## src/rtl/core/park_miller_random_draw_core_defines.svh

```systemverilog
// assertion macros shared by the random draw core
// expects signals named clock and reset in the module that uses them
`ifndef PARK_MILLER_RANDOM_DRAW_CORE_DEFINES_SVH
`define PARK_MILLER_RANDOM_DRAW_CORE_DEFINES_SVH

// property checked at every clock edge outside reset
`define PMRD_ASSERT(lbl, prop) \
   lbl: assert property (@(posedge clock) disable iff (reset) prop) \
      else $error("pmrd assertion failed");

// condition in one cycle implies a condition in the next
`define PMRD_ASSERT_NEXT(lbl, ante, cons) \
   lbl: assert property (@(posedge clock) disable iff (reset) (ante) |=> (cons)) \
      else $error("pmrd assertion failed");

`endif

```

## src/rtl/core/pmrd_pkg.sv

```systemverilog
// shared types, constants and helper functions of the random draw core
// no dependencies
`timescale 1ns / 1ps
`default_nettype none

package pmrd_pkg;

   localparam int OpW       = 3;
   localparam int CountW    = 7;
   localparam int DataW     = 32;
   localparam int StateW    = 31;
   localparam int MulW      = 15;
   localparam int ProdW     = StateW + MulW;
   localparam int FracW     = 27;
   localparam int DiffW     = DataW + 1;
   localparam int ScaleW    = DiffW + FracW + 1;

   localparam int MaxBytesDefault = 64;

   localparam logic [MulW-1:0]  LcgMul   = 15'd16807;
   localparam logic [DataW-1:0] LcgMod   = 32'h7fff_ffff;
   localparam logic [DataW-1:0] SeedInit = 32'd1;
   localparam logic [StateW-1:0] StateInit = 31'd1;

   typedef enum logic [OpW-1:0] {
      OP_RESEED = 3'd0,
      OP_INT    = 3'd1,
      OP_BOOL   = 3'd2,
      OP_FRAC   = 3'd3,
      OP_BYTES  = 3'd4
   } op_type;

   typedef enum logic [6:0] {
      ST_IDLE  = 7'b0000001,
      ST_MUL_A = 7'b0000010,
      ST_RED_A = 7'b0000100,
      ST_MUL_B = 7'b0001000,
      ST_RED_B = 7'b0010000,
      ST_SCALE = 7'b0100000,
      ST_EMIT  = 7'b1000000
   } state_type;

   typedef struct packed {
      logic   load_req;
      logic   load_seed;
      logic   red_a;
      logic   red_b;
      logic   scale;
      logic   emit;
      logic   last;
      op_type kind;
   } cmd_type;

   // one conditional subtract brings a folded value below the modulus
   function automatic logic [StateW-1:0] mod_fold(input logic [DataW-1:0] x);
      logic [DataW-1:0] y;
      y = (x >= LcgMod) ? (x - LcgMod) : x;
      return y[StateW-1:0];
   endfunction

endpackage

`default_nettype wire

```

## src/rtl/core/pmrd_if.sv

```systemverilog
// request and response channel interfaces of the random draw core
// depends on pmrd_pkg
`timescale 1ns / 1ps
`default_nettype none

interface pmrd_req_if import pmrd_pkg::*; ();
   logic                     valid;
   logic                     ready;
   logic [OpW-1:0]           op;
   logic signed [DataW-1:0]  min_value;
   logic signed [DataW-1:0]  max_value;
   logic [CountW-1:0]        byte_count;

   modport source (output valid, op, min_value, max_value, byte_count, input ready);
   modport sink   (input valid, op, min_value, max_value, byte_count, output ready);
endinterface

interface pmrd_rsp_if import pmrd_pkg::*; ();
   logic                     valid;
   logic                     ready;
   logic signed [DataW-1:0]  result_value;
   logic                     last;

   modport source (output valid, result_value, last, input ready);
   modport sink   (input valid, result_value, last, output ready);
endinterface

`default_nettype wire

```

## src/rtl/core/park_miller_random_draw_core.sv

```systemverilog
// random draw core: minimal standard generator with range, bool, fraction
// and byte draws. Requests come in on req (op, min_value, max_value,
// byte_count); results leave on rsp (result_value, last) with valid/ready.
// csr_write_enable/csr_write_data load the seed used by a reseed request.
// One request is worked at a time; req ready is high only while idle.
// Each draw makes two passes through the 31x15 constant multiplier and
// the mod 2^31-1 fold, each a multiply state and a reduce state.
// Bool and fraction results are loaded into the output register after
// the second reduce; integer results first pass through the scale state
// for the 33x28 range multiply. A byte request gives one byte per draw;
// last marks the final byte. A reseed returns nothing, and the next
// request can be accepted once its draw steps are done. With no stall a
// new request is taken the cycle after the last result is loaded.
// A stalled receiver holds the output register; the next draw is then held
// too, so no result is dropped. Reset clears the generator state to 1, the
// seed to 1 and drops any pending result. Depends on pmrd_pkg, pmrd_if,
// pmrd_ctrl and pmrd_datapath.
`timescale 1ns / 1ps
`default_nettype none

module park_miller_random_draw_core import pmrd_pkg::*; #(
   parameter int MAX_BYTES = MaxBytesDefault
) (
   input  wire logic             clock,
   input  wire logic             reset,
   input  wire logic             csr_write_enable,
   input  wire logic [DataW-1:0] csr_write_data,
   pmrd_req_if.sink              req,
   pmrd_rsp_if.source            rsp
);

   cmd_type cmd;

   pmrd_ctrl #(
      .MAX_BYTES (MAX_BYTES)
   ) u_ctrl (
      .clock          (clock),
      .reset          (reset),
      .req_valid      (req.valid),
      .req_ready      (req.ready),
      .req_op         (req.op),
      .req_byte_count (req.byte_count),
      .rsp_valid      (rsp.valid),
      .rsp_ready      (rsp.ready),
      .cmd            (cmd)
   );

   pmrd_datapath u_datapath (
      .clock            (clock),
      .reset            (reset),
      .csr_write_enable (csr_write_enable),
      .csr_write_data   (csr_write_data),
      .req_min_value    (req.min_value),
      .req_max_value    (req.max_value),
      .cmd              (cmd),
      .rsp_result_value (rsp.result_value),
      .rsp_last         (rsp.last)
   );

endmodule

`default_nettype wire

```

## src/rtl/core/pmrd_ctrl.sv

```systemverilog
// sequencer of the random draw core: op decode, draw steps, byte count
// depends on pmrd_pkg and the assertion macro header
`timescale 1ns / 1ps
`default_nettype none

`include "park_miller_random_draw_core_defines.svh"

module pmrd_ctrl import pmrd_pkg::*; #(
   parameter int MAX_BYTES = MaxBytesDefault
) (
   input  wire logic              clock,
   input  wire logic              reset,
   input  wire logic              req_valid,
   output      logic              req_ready,
   input  wire logic [OpW-1:0]    req_op,
   input  wire logic [CountW-1:0] req_byte_count,
   output      logic              rsp_valid,
   input  wire logic              rsp_ready,
   output      cmd_type           cmd
);

   localparam int CntW = $clog2(MAX_BYTES + 1);
   localparam logic [CountW-1:0] MaxCnt = CountW'(MAX_BYTES);

   state_type         state_ff, state_in;
   op_type            op_ff, op_in;
   logic [CntW-1:0]   cnt_ff, cnt_in;
   logic              rsp_valid_ff, rsp_valid_in;
   logic              req_fire;
   logic              out_free;
   logic [CountW-1:0] clipped;

   assign req_ready = (state_ff == ST_IDLE);
   assign req_fire  = req_valid && req_ready;
   assign out_free  = !rsp_valid_ff || rsp_ready;
   assign rsp_valid = rsp_valid_ff;
   assign clipped   = (req_byte_count > MaxCnt) ? MaxCnt : req_byte_count;

   always_comb begin
      state_in      = state_ff;
      op_in         = op_ff;
      cnt_in        = cnt_ff;
      rsp_valid_in  = rsp_valid_ff && !rsp_ready;
      cmd           = '0;
      cmd.kind      = op_ff;

      unique case (state_ff)
         ST_IDLE: begin
            if (req_fire) begin
               cmd.load_req = 1'b1;
               op_in        = op_type'(req_op);
               unique case (req_op)
                  OP_RESEED: begin
                     cmd.load_seed = 1'b1;
                     state_in      = ST_MUL_A;
                  end
                  OP_INT, OP_BOOL, OP_FRAC: begin
                     state_in = ST_MUL_A;
                  end
                  OP_BYTES: begin
                     cnt_in = CntW'(clipped);
                     if (clipped != '0) begin
                        state_in = ST_MUL_A;
                     end
                  end
                  default: begin
                     state_in = ST_IDLE;
                  end
               endcase
            end
         end
         ST_MUL_A: begin
            state_in = ST_RED_A;
         end
         ST_RED_A: begin
            cmd.red_a = 1'b1;
            state_in  = ST_MUL_B;
         end
         ST_MUL_B: begin
            state_in = ST_RED_B;
         end
         ST_RED_B: begin
            cmd.red_b = 1'b1;
            unique case (op_ff)
               OP_RESEED: state_in = ST_IDLE;
               OP_INT:    state_in = ST_SCALE;
               default:   state_in = ST_EMIT;
            endcase
         end
         ST_SCALE: begin
            cmd.scale = 1'b1;
            state_in  = ST_EMIT;
         end
         ST_EMIT: begin
            if (out_free) begin
               cmd.emit     = 1'b1;
               cmd.last     = (op_ff != OP_BYTES) || (cnt_ff == CntW'(1));
               rsp_valid_in = 1'b1;
               // the product of the new state is already registered
               if ((op_ff == OP_BYTES) && (cnt_ff > CntW'(1))) begin
                  cnt_in   = cnt_ff - CntW'(1);
                  state_in = ST_RED_A;
               end else begin
                  state_in = ST_IDLE;
               end
            end
         end
         default: begin
            state_in = ST_IDLE;
         end
      endcase
   end

   always_ff @(posedge clock) begin
      if (reset) begin
         state_ff     <= ST_IDLE;
         op_ff        <= OP_RESEED;
         cnt_ff       <= '0;
         rsp_valid_ff <= 1'b0;
      end else begin
         state_ff     <= state_in;
         op_ff        <= op_in;
         cnt_ff       <= cnt_in;
         rsp_valid_ff <= rsp_valid_in;
      end
   end

   `PMRD_ASSERT_NEXT(a_draw_start, req_fire && (req_op == OP_RESEED || req_op == OP_INT || req_op == OP_BOOL || req_op == OP_FRAC), state_ff == ST_MUL_A)
   `PMRD_ASSERT(a_cnt_live, (state_ff != ST_IDLE && op_ff == OP_BYTES) |-> (cnt_ff != '0))
   `PMRD_ASSERT_NEXT(a_reseed_end, state_ff == ST_RED_B && op_ff == OP_RESEED, state_ff == ST_IDLE)

endmodule

`default_nettype wire

```

## src/rtl/core/pmrd_datapath.sv

```systemverilog
// datapath of the random draw core: generator state, modular multiply,
// draw sum, range scaling and output register; depends on pmrd_pkg
`timescale 1ns / 1ps
`default_nettype none

module pmrd_datapath import pmrd_pkg::*; (
   input  wire logic                    clock,
   input  wire logic                    reset,
   input  wire logic                    csr_write_enable,
   input  wire logic [DataW-1:0]        csr_write_data,
   input  wire logic signed [DataW-1:0] req_min_value,
   input  wire logic signed [DataW-1:0] req_max_value,
   input  wire cmd_type                 cmd,
   output      logic signed [DataW-1:0] rsp_result_value,
   output      logic                    rsp_last
);

   logic [DataW-1:0]         seed_ff, seed_in;
   logic [StateW-1:0]        state_ff, state_in;
   logic [ProdW-1:0]         prod_ff, prod_in;
   logic [StateW-1:0]        s1_ff, s1_in;
   logic [DataW-1:0]         sum_ff, sum_in;
   logic signed [DataW-1:0]  min_ff, min_in;
   logic signed [DiffW-1:0]  diff_ff, diff_in;
   logic signed [ScaleW-1:0] scale_ff, scale_in;
   logic signed [DataW-1:0]  value_ff, value_in;
   logic                     last_ff, last_in;

   logic [StateW-1:0]        lcg_red;
   logic [StateW-1:0]        seed_red;
   logic [FracW-1:0]         frac;
   logic [FracW+7:0]         byte_prod;
   logic [DataW-1:0]         int_res;

   always_comb begin
      // 2^31 = 1 mod (2^31-1): fold the high bits onto the low ones
      lcg_red  = mod_fold({1'b0, prod_ff[StateW-1:0]} + DataW'(prod_ff[ProdW-1:StateW]));
      seed_red = mod_fold({1'b0, seed_ff[StateW-1:0]} + DataW'(seed_ff[DataW-1]));
      frac     = sum_ff[FracW-1:0];
      byte_prod = {frac, 8'h00} - (FracW+8)'(frac);
      // floor shift keeps only the low result bits that matter
      int_res  = min_ff + scale_ff[FracW+DataW-1:FracW];

      seed_in  = csr_write_enable ? csr_write_data : seed_ff;
      prod_in  = ProdW'(state_ff) * ProdW'(LcgMul);
      state_in = state_ff;
      s1_in    = s1_ff;
      sum_in   = sum_ff;
      min_in   = min_ff;
      diff_in  = diff_ff;
      scale_in = scale_ff;
      value_in = value_ff;
      last_in  = last_ff;

      if (cmd.load_req) begin
         min_in  = req_min_value;
         diff_in = DiffW'(req_max_value) - DiffW'(req_min_value);
      end
      if (cmd.load_seed) begin
         state_in = seed_red;
      end
      if (cmd.red_a) begin
         state_in = lcg_red;
         s1_in    = lcg_red;
      end
      if (cmd.red_b) begin
         state_in = lcg_red;
         sum_in   = DataW'(s1_ff) + DataW'(lcg_red[15:8]);
      end
      if (cmd.scale) begin
         scale_in = diff_ff * $signed({1'b0, frac});
      end
      if (cmd.emit) begin
         last_in = cmd.last;
         case (cmd.kind)
            OP_INT:   value_in = int_res;
            OP_BOOL:  value_in = DataW'(sum_ff[8]);
            OP_FRAC:  value_in = DataW'(frac);
            OP_BYTES: value_in = DataW'(byte_prod[FracW+7:FracW]);
            default:  value_in = '0;
         endcase
      end
   end

   always_ff @(posedge clock) begin
      if (reset) begin
         seed_ff  <= SeedInit;
         state_ff <= StateInit;
      end else begin
         seed_ff  <= seed_in;
         state_ff <= state_in;
      end
   end

   always_ff @(posedge clock) begin
      prod_ff  <= prod_in;
      s1_ff    <= s1_in;
      sum_ff   <= sum_in;
      min_ff   <= min_in;
      diff_ff  <= diff_in;
      scale_ff <= scale_in;
      value_ff <= value_in;
      last_ff  <= last_in;
   end

   assign rsp_result_value = value_ff;
   assign rsp_last         = last_ff;

endmodule

`default_nettype wire
```

## src/flat_wrapper.sv

```systemverilog
// flat-port wrapper written by rule: the top's interface ports become plain ports
module park_miller_random_draw_core_flat import pmrd_pkg::*;
#(
   parameter int MAX_BYTES = MaxBytesDefault
)
  (clock, reset, csr_write_enable, csr_write_data, req_valid, req_op, req_min_value, req_max_value, req_byte_count, req_ready, rsp_valid, rsp_result_value, rsp_last, rsp_ready);
  pmrd_req_if req_i ();
  pmrd_rsp_if rsp_i ();
  input  wire logic clock;
  input  wire logic reset;
  input  wire logic csr_write_enable;
  input  wire logic [DataW-1:0] csr_write_data;
  input wire logic [$bits(req_i.valid)-1:0] req_valid;
  input wire logic [$bits(req_i.op)-1:0] req_op;
  input wire logic [$bits(req_i.min_value)-1:0] req_min_value;
  input wire logic [$bits(req_i.max_value)-1:0] req_max_value;
  input wire logic [$bits(req_i.byte_count)-1:0] req_byte_count;
  output wire logic [$bits(req_i.ready)-1:0] req_ready;
  output wire logic [$bits(rsp_i.valid)-1:0] rsp_valid;
  output wire logic [$bits(rsp_i.result_value)-1:0] rsp_result_value;
  output wire logic [$bits(rsp_i.last)-1:0] rsp_last;
  input wire logic [$bits(rsp_i.ready)-1:0] rsp_ready;
  assign req_i.valid = req_valid;
  assign req_i.op = req_op;
  assign req_i.min_value = req_min_value;
  assign req_i.max_value = req_max_value;
  assign req_i.byte_count = req_byte_count;
  assign req_ready = req_i.ready;
  assign rsp_valid = rsp_i.valid;
  assign rsp_result_value = rsp_i.result_value;
  assign rsp_last = rsp_i.last;
  assign rsp_i.ready = rsp_ready;
  park_miller_random_draw_core #(.MAX_BYTES(MAX_BYTES)) u_core (.clock(clock), .reset(reset), .csr_write_enable(csr_write_enable), .csr_write_data(csr_write_data), .req(req_i), .rsp(rsp_i));
endmodule
```

## config.mk

```make
export PLATFORM = sky130hd
export DESIGN_NAME = park_miller_random_draw_core_flat
export DESIGN_NICKNAME = d
export VERILOG_FILES = /design/src/rtl/core/pmrd_pkg.sv /design/src/rtl/core/pmrd_if.sv /design/src/rtl/core/park_miller_random_draw_core.sv /design/src/rtl/core/pmrd_ctrl.sv /design/src/rtl/core/pmrd_datapath.sv /design/src/flat_wrapper.sv
export VERILOG_INCLUDE_DIRS = /design/src /design/src/rtl/core
export SDC_FILE = /design/constraint.sdc
export NUM_CORES = 2
export LEC_CHECK = 0
export BUFFER_PORTS_ARGS = -buffer_cell sky130_fd_sc_hd__buf_2
export CAP_MARGIN = 10
export CORE_ASPECT_RATIO = 0.75
export CORE_MARGIN = 5
export CORE_UTILIZATION = 35
export CTS_CLUSTER_DIAMETER = 60
export DETAILED_ROUTE_END_ITERATION = 10
export GPL_ROUTABILITY_DRIVEN = 1
export PLACE_DENSITY = 0.51
export SLEW_MARGIN = 20
export SYNTH_ARGS = -nofsm -noshare
export SYNTH_HDL_FRONTEND = slang
export SYNTH_SLANG_ARGS = --single-unit
export TNS_END_PERCENT = 20
```

## constraint.sdc

```tcl
create_clock -name clock -period 14.65 [get_ports clock]
set_clock_uncertainty 0.2 [all_clocks]
set_input_delay 1.465 -clock clock [delete_from_list [all_inputs] [get_ports clock]]
set_output_delay 1.465 -clock clock [all_outputs]
set_load 0.05 [all_outputs]
```

==> results_dict.tcl <==
set metrics [dict create \
    finalSetupViolCount 0 \
    synth_adder_area_share_pct 48.6 \
    row_count 125 \
    ios 146 \
    r2r-start "u_core.u_datapath.sum_ff[5]$_DFFE_PP_" \
    synth_nets 7317 \
    drv_slew 0 \
    dp_hpwl_microns 133000 \
    synth_xor_area_share_pct 3.71 \
    die_height_microns 353 \
    fin_setup_tns_ps 0 \
    drive_gt1_share_pct 5.72 \
    max_freq_mhz 112 \
    multi_input_area_sq_um 41300 \
    synth_seq_cells 311 \
    cp_max_fo 20 \
    finalHoldViolations 0 \
    synth_seq_area_share_pct 14.7 \
    numClockSinks 311 \
    track_usage_pct 20.8 \
    via_count 39800 \
    initial_core_util_pct 35.3 \
    wl_microns 169000 \
    dpl_worst_slack_ps 5720 \
    nFillCells 15600 \
    first_pass_iters 6 \
    synth-compound-area-share_pct 7.16 \
    cp-start-kind "register" \
    drv_cap 0 \
    finalWorstSetupSlack_ps 5700 \
    outcome "completed" \
    grt-ovfl-total 0 \
    synth_top_family_by_area "adder cells" \
    numCtsBuffers 45 \
    synth_ff_type "edfxtp_1" \
    cts-root-buf "clkbuf_16" \
    final_common_cell "inv_1" \
    vias_per_cell 5.03 \
    avgSynthCellArea_sq_um 9.60 \
    synth_warnings 0 \
    min-delay-start "u_core.u_datapath.seed_ff[0]$_SDFFE_PP1P_" \
    synth_edf_count 184 \
    yosys-mux-area-fraction_pct 0.701 \
    seqCellArea_sq_um 8070 \
    worstMarginPinSlew_ps 1050 \
    cpPeakStageDelay_ps 860 \
    fp.coreArea_sq_um 155000 \
    path_class "reg -> reg" \
    dieArea_sq_um 165000 \
    cts.clk_slew.worst_paths_ps 60 \
    synthCells 5704 \
    hold_buffers 0 \
    fin_crit_sh_pct 61.1 \
    netlist_area_sq_um 54800 \
    final_core_util_pct 38.3 \
    drc 0 \
    async_flop_share_pct 0 \
    avgRoutedWirePerCell_microns 21.4 \
    syn2layout_area_growth_pct 8.60 \
    post_cts_buffers 0 \
    nets 7383 \
    cts_tree "done" \
    grt_pass1_wl_microns 263000 \
    gp_congestion 0.876 \
    cts_max_level 2 \
    fin_crit_ps 8950 \
    critPathLaunch "u_core.u_datapath.sum_ff[5]$_DFFE_PP_" \
    first_iter_violations 3160 \
    die_x_microns 467 \
    critPathRequiredTime_ps 14790 \
    cts.path.max_buffers 3 \
    synthDistinctLibCells 90 \
    grt_max_degree 65 \
    io_buffer_count 145 \
    cpMostUsedCell "fa_1" \
    crit_slowest_cell "edfxtp_1" \
    hp-class "reg -> reg" \
    cp.arrival_ps 9100 \
    relSlewSlack_pct 29.7 \
    ant_nets 0 \
    cp-end-kind "register" \
    clkLatencyLatePin_ps 620 \
    antenna_found_initial 7 \
    final_cell_mix "inv_1 (1227), fa_1 (1039), and2_1 (599), ha_1 (463), nand2_1 (445)" \
    synth-simple-area-share_pct 15.3 \
    cts_resized 0 \
    rsz0062_at_grt "no" \
    grt_pass1_vias 41600 \
]
-- area by class of cell --
| type | instances | share of cell area, % |
|---|---|---|
| repair buffers | 226 | 2.34 |
| flip-flops and latches | 311 | 13.6 |
| inverters | 1228 | 7.75 |
| multi-input cells | 3958 | 69.5 |
| clock inverters | 29 | 0.484 |
| well taps | 2095 | 4.41 |
| diodes | 3 | 0.0126 |
| clock buffers | 53 | 1.98 |
-- critical path, delay by kind of cell (launching register included) --
family	cells	cell delay, ps
adder cells (fa/ha/maj)	8	3780
AO/OA/AOI/OAI	7	2370
AND/OR/NAND/NOR	4	650
XOR/XNOR	1	140
flip-flops	1	860
buffers and inverters	5	640
-- through the flow --
step	instance area [sq um]	cells	hold WS, ps
final	59500	7903	312
after global routing	59500	7900	343
after global placement	57900	7812	275
after detailed placement	58000	7817	300
after CTS	59500	7899	315
after floorplan	54800	5704	225
-- registers in the layout, summed over array words and instances (netlist names), 3 cells and up --
| signal | cells |
|---|---|
| u_core.u_datapath.sum_ff | 27 |
| u_core.u_datapath.min_ff | 32 |
| u_core.u_ctrl.state_ff | 7 |
| u_core.u_datapath.rsp_result_value | 32 |
| u_core.u_datapath.diff_ff | 33 |
| u_core.u_ctrl.cnt_ff | 7 |
| u_core.u_ctrl.op_ff | 3 |
| u_core.u_datapath.scale_ff | 32 |
| u_core.u_datapath.seed_ff | 32 |
| u_core.u_datapath.s1_ff | 27 |
| u_core.u_datapath.prod_ff | 46 |
| u_core.u_datapath.state_ff | 31 |
-- layer usage --
layer	up-vias	global-route usage (%)	part of all wire, %
met3	156	4.37	8.2
met5	-	0	0
li1	17900	-	-
met1	20300	33.3	51
met4	0	3.25	1.6
met2	1346	28.9	40
-- cell usage after synthesis, types with 7 or more instances --
master     instances  share of area, %
clkbuf_1         193               1.3
nor4_1            26              0.30
nand2_1          445               3.0
a21oi_1          152               1.4
nor3_1            59              0.54
xnor2_1          152               2.4
a221oi_1           9              0.14
inv_1           1228               8.4
nand2b_1          29              0.33
or3_1             18              0.21
and2_1           599               6.8
a31oi_1           27              0.31
and3_1            30              0.34
a211oi_1          17              0.23
edfxtp_1         184                10
fa_1            1039                38
nand4_1           41              0.47
nor2_1           198               1.4
a222oi_1           7              0.13
a22oi_1           13              0.18
and4_1             7              0.11
buf_2              7             0.064
mux2i_1           35              0.64
o31ai_1           11              0.15
a21o_1            81               1.1
a2111oi_0          7              0.11
o21ai_0          108              0.99
nor2b_1           30              0.34
o21bai_1          24              0.33
o21a_1            25              0.34
nand3_1           69              0.63
o22ai_1            8             0.091
ha_1             463                11
or4_1              7             0.096
xor2_1            80               1.3
dfxtp_1          127               4.6
o211ai_1          18              0.25
-- path summary, 6_finish.rpt --
path | end | slack (ps) | cells after the start
setup / recovery | u_core.u_datapath.scale_ff[57]$_DFFE_PN_ | 5700 | 25
hold / removal | u_core.u_datapath.seed_ff[0]$_SDFFE_PP1P_ | 310 | 2
setup reg to reg | u_core.u_datapath.scale_ff[57]$_DFFE_PN_ | 5700 | 25
hold reg to reg | u_core.u_datapath.seed_ff[0]$_SDFFE_PP1P_ | 310 | 2
-- kinds of logic (layout without fill, tap and decap cells) --
logic type      Yosys count  after routing
fa+ha+maj              1502           1502
other cells               0              3
flops                   311            311
mux                      38             38
simple gates           1598           1598
compound gates          588            588
xor+xnor                232            232
buf+inv                1435           1536
Power is not shown: default switching activity piles up to over one toggle a cycle in this logic, so the estimate is an artifact.
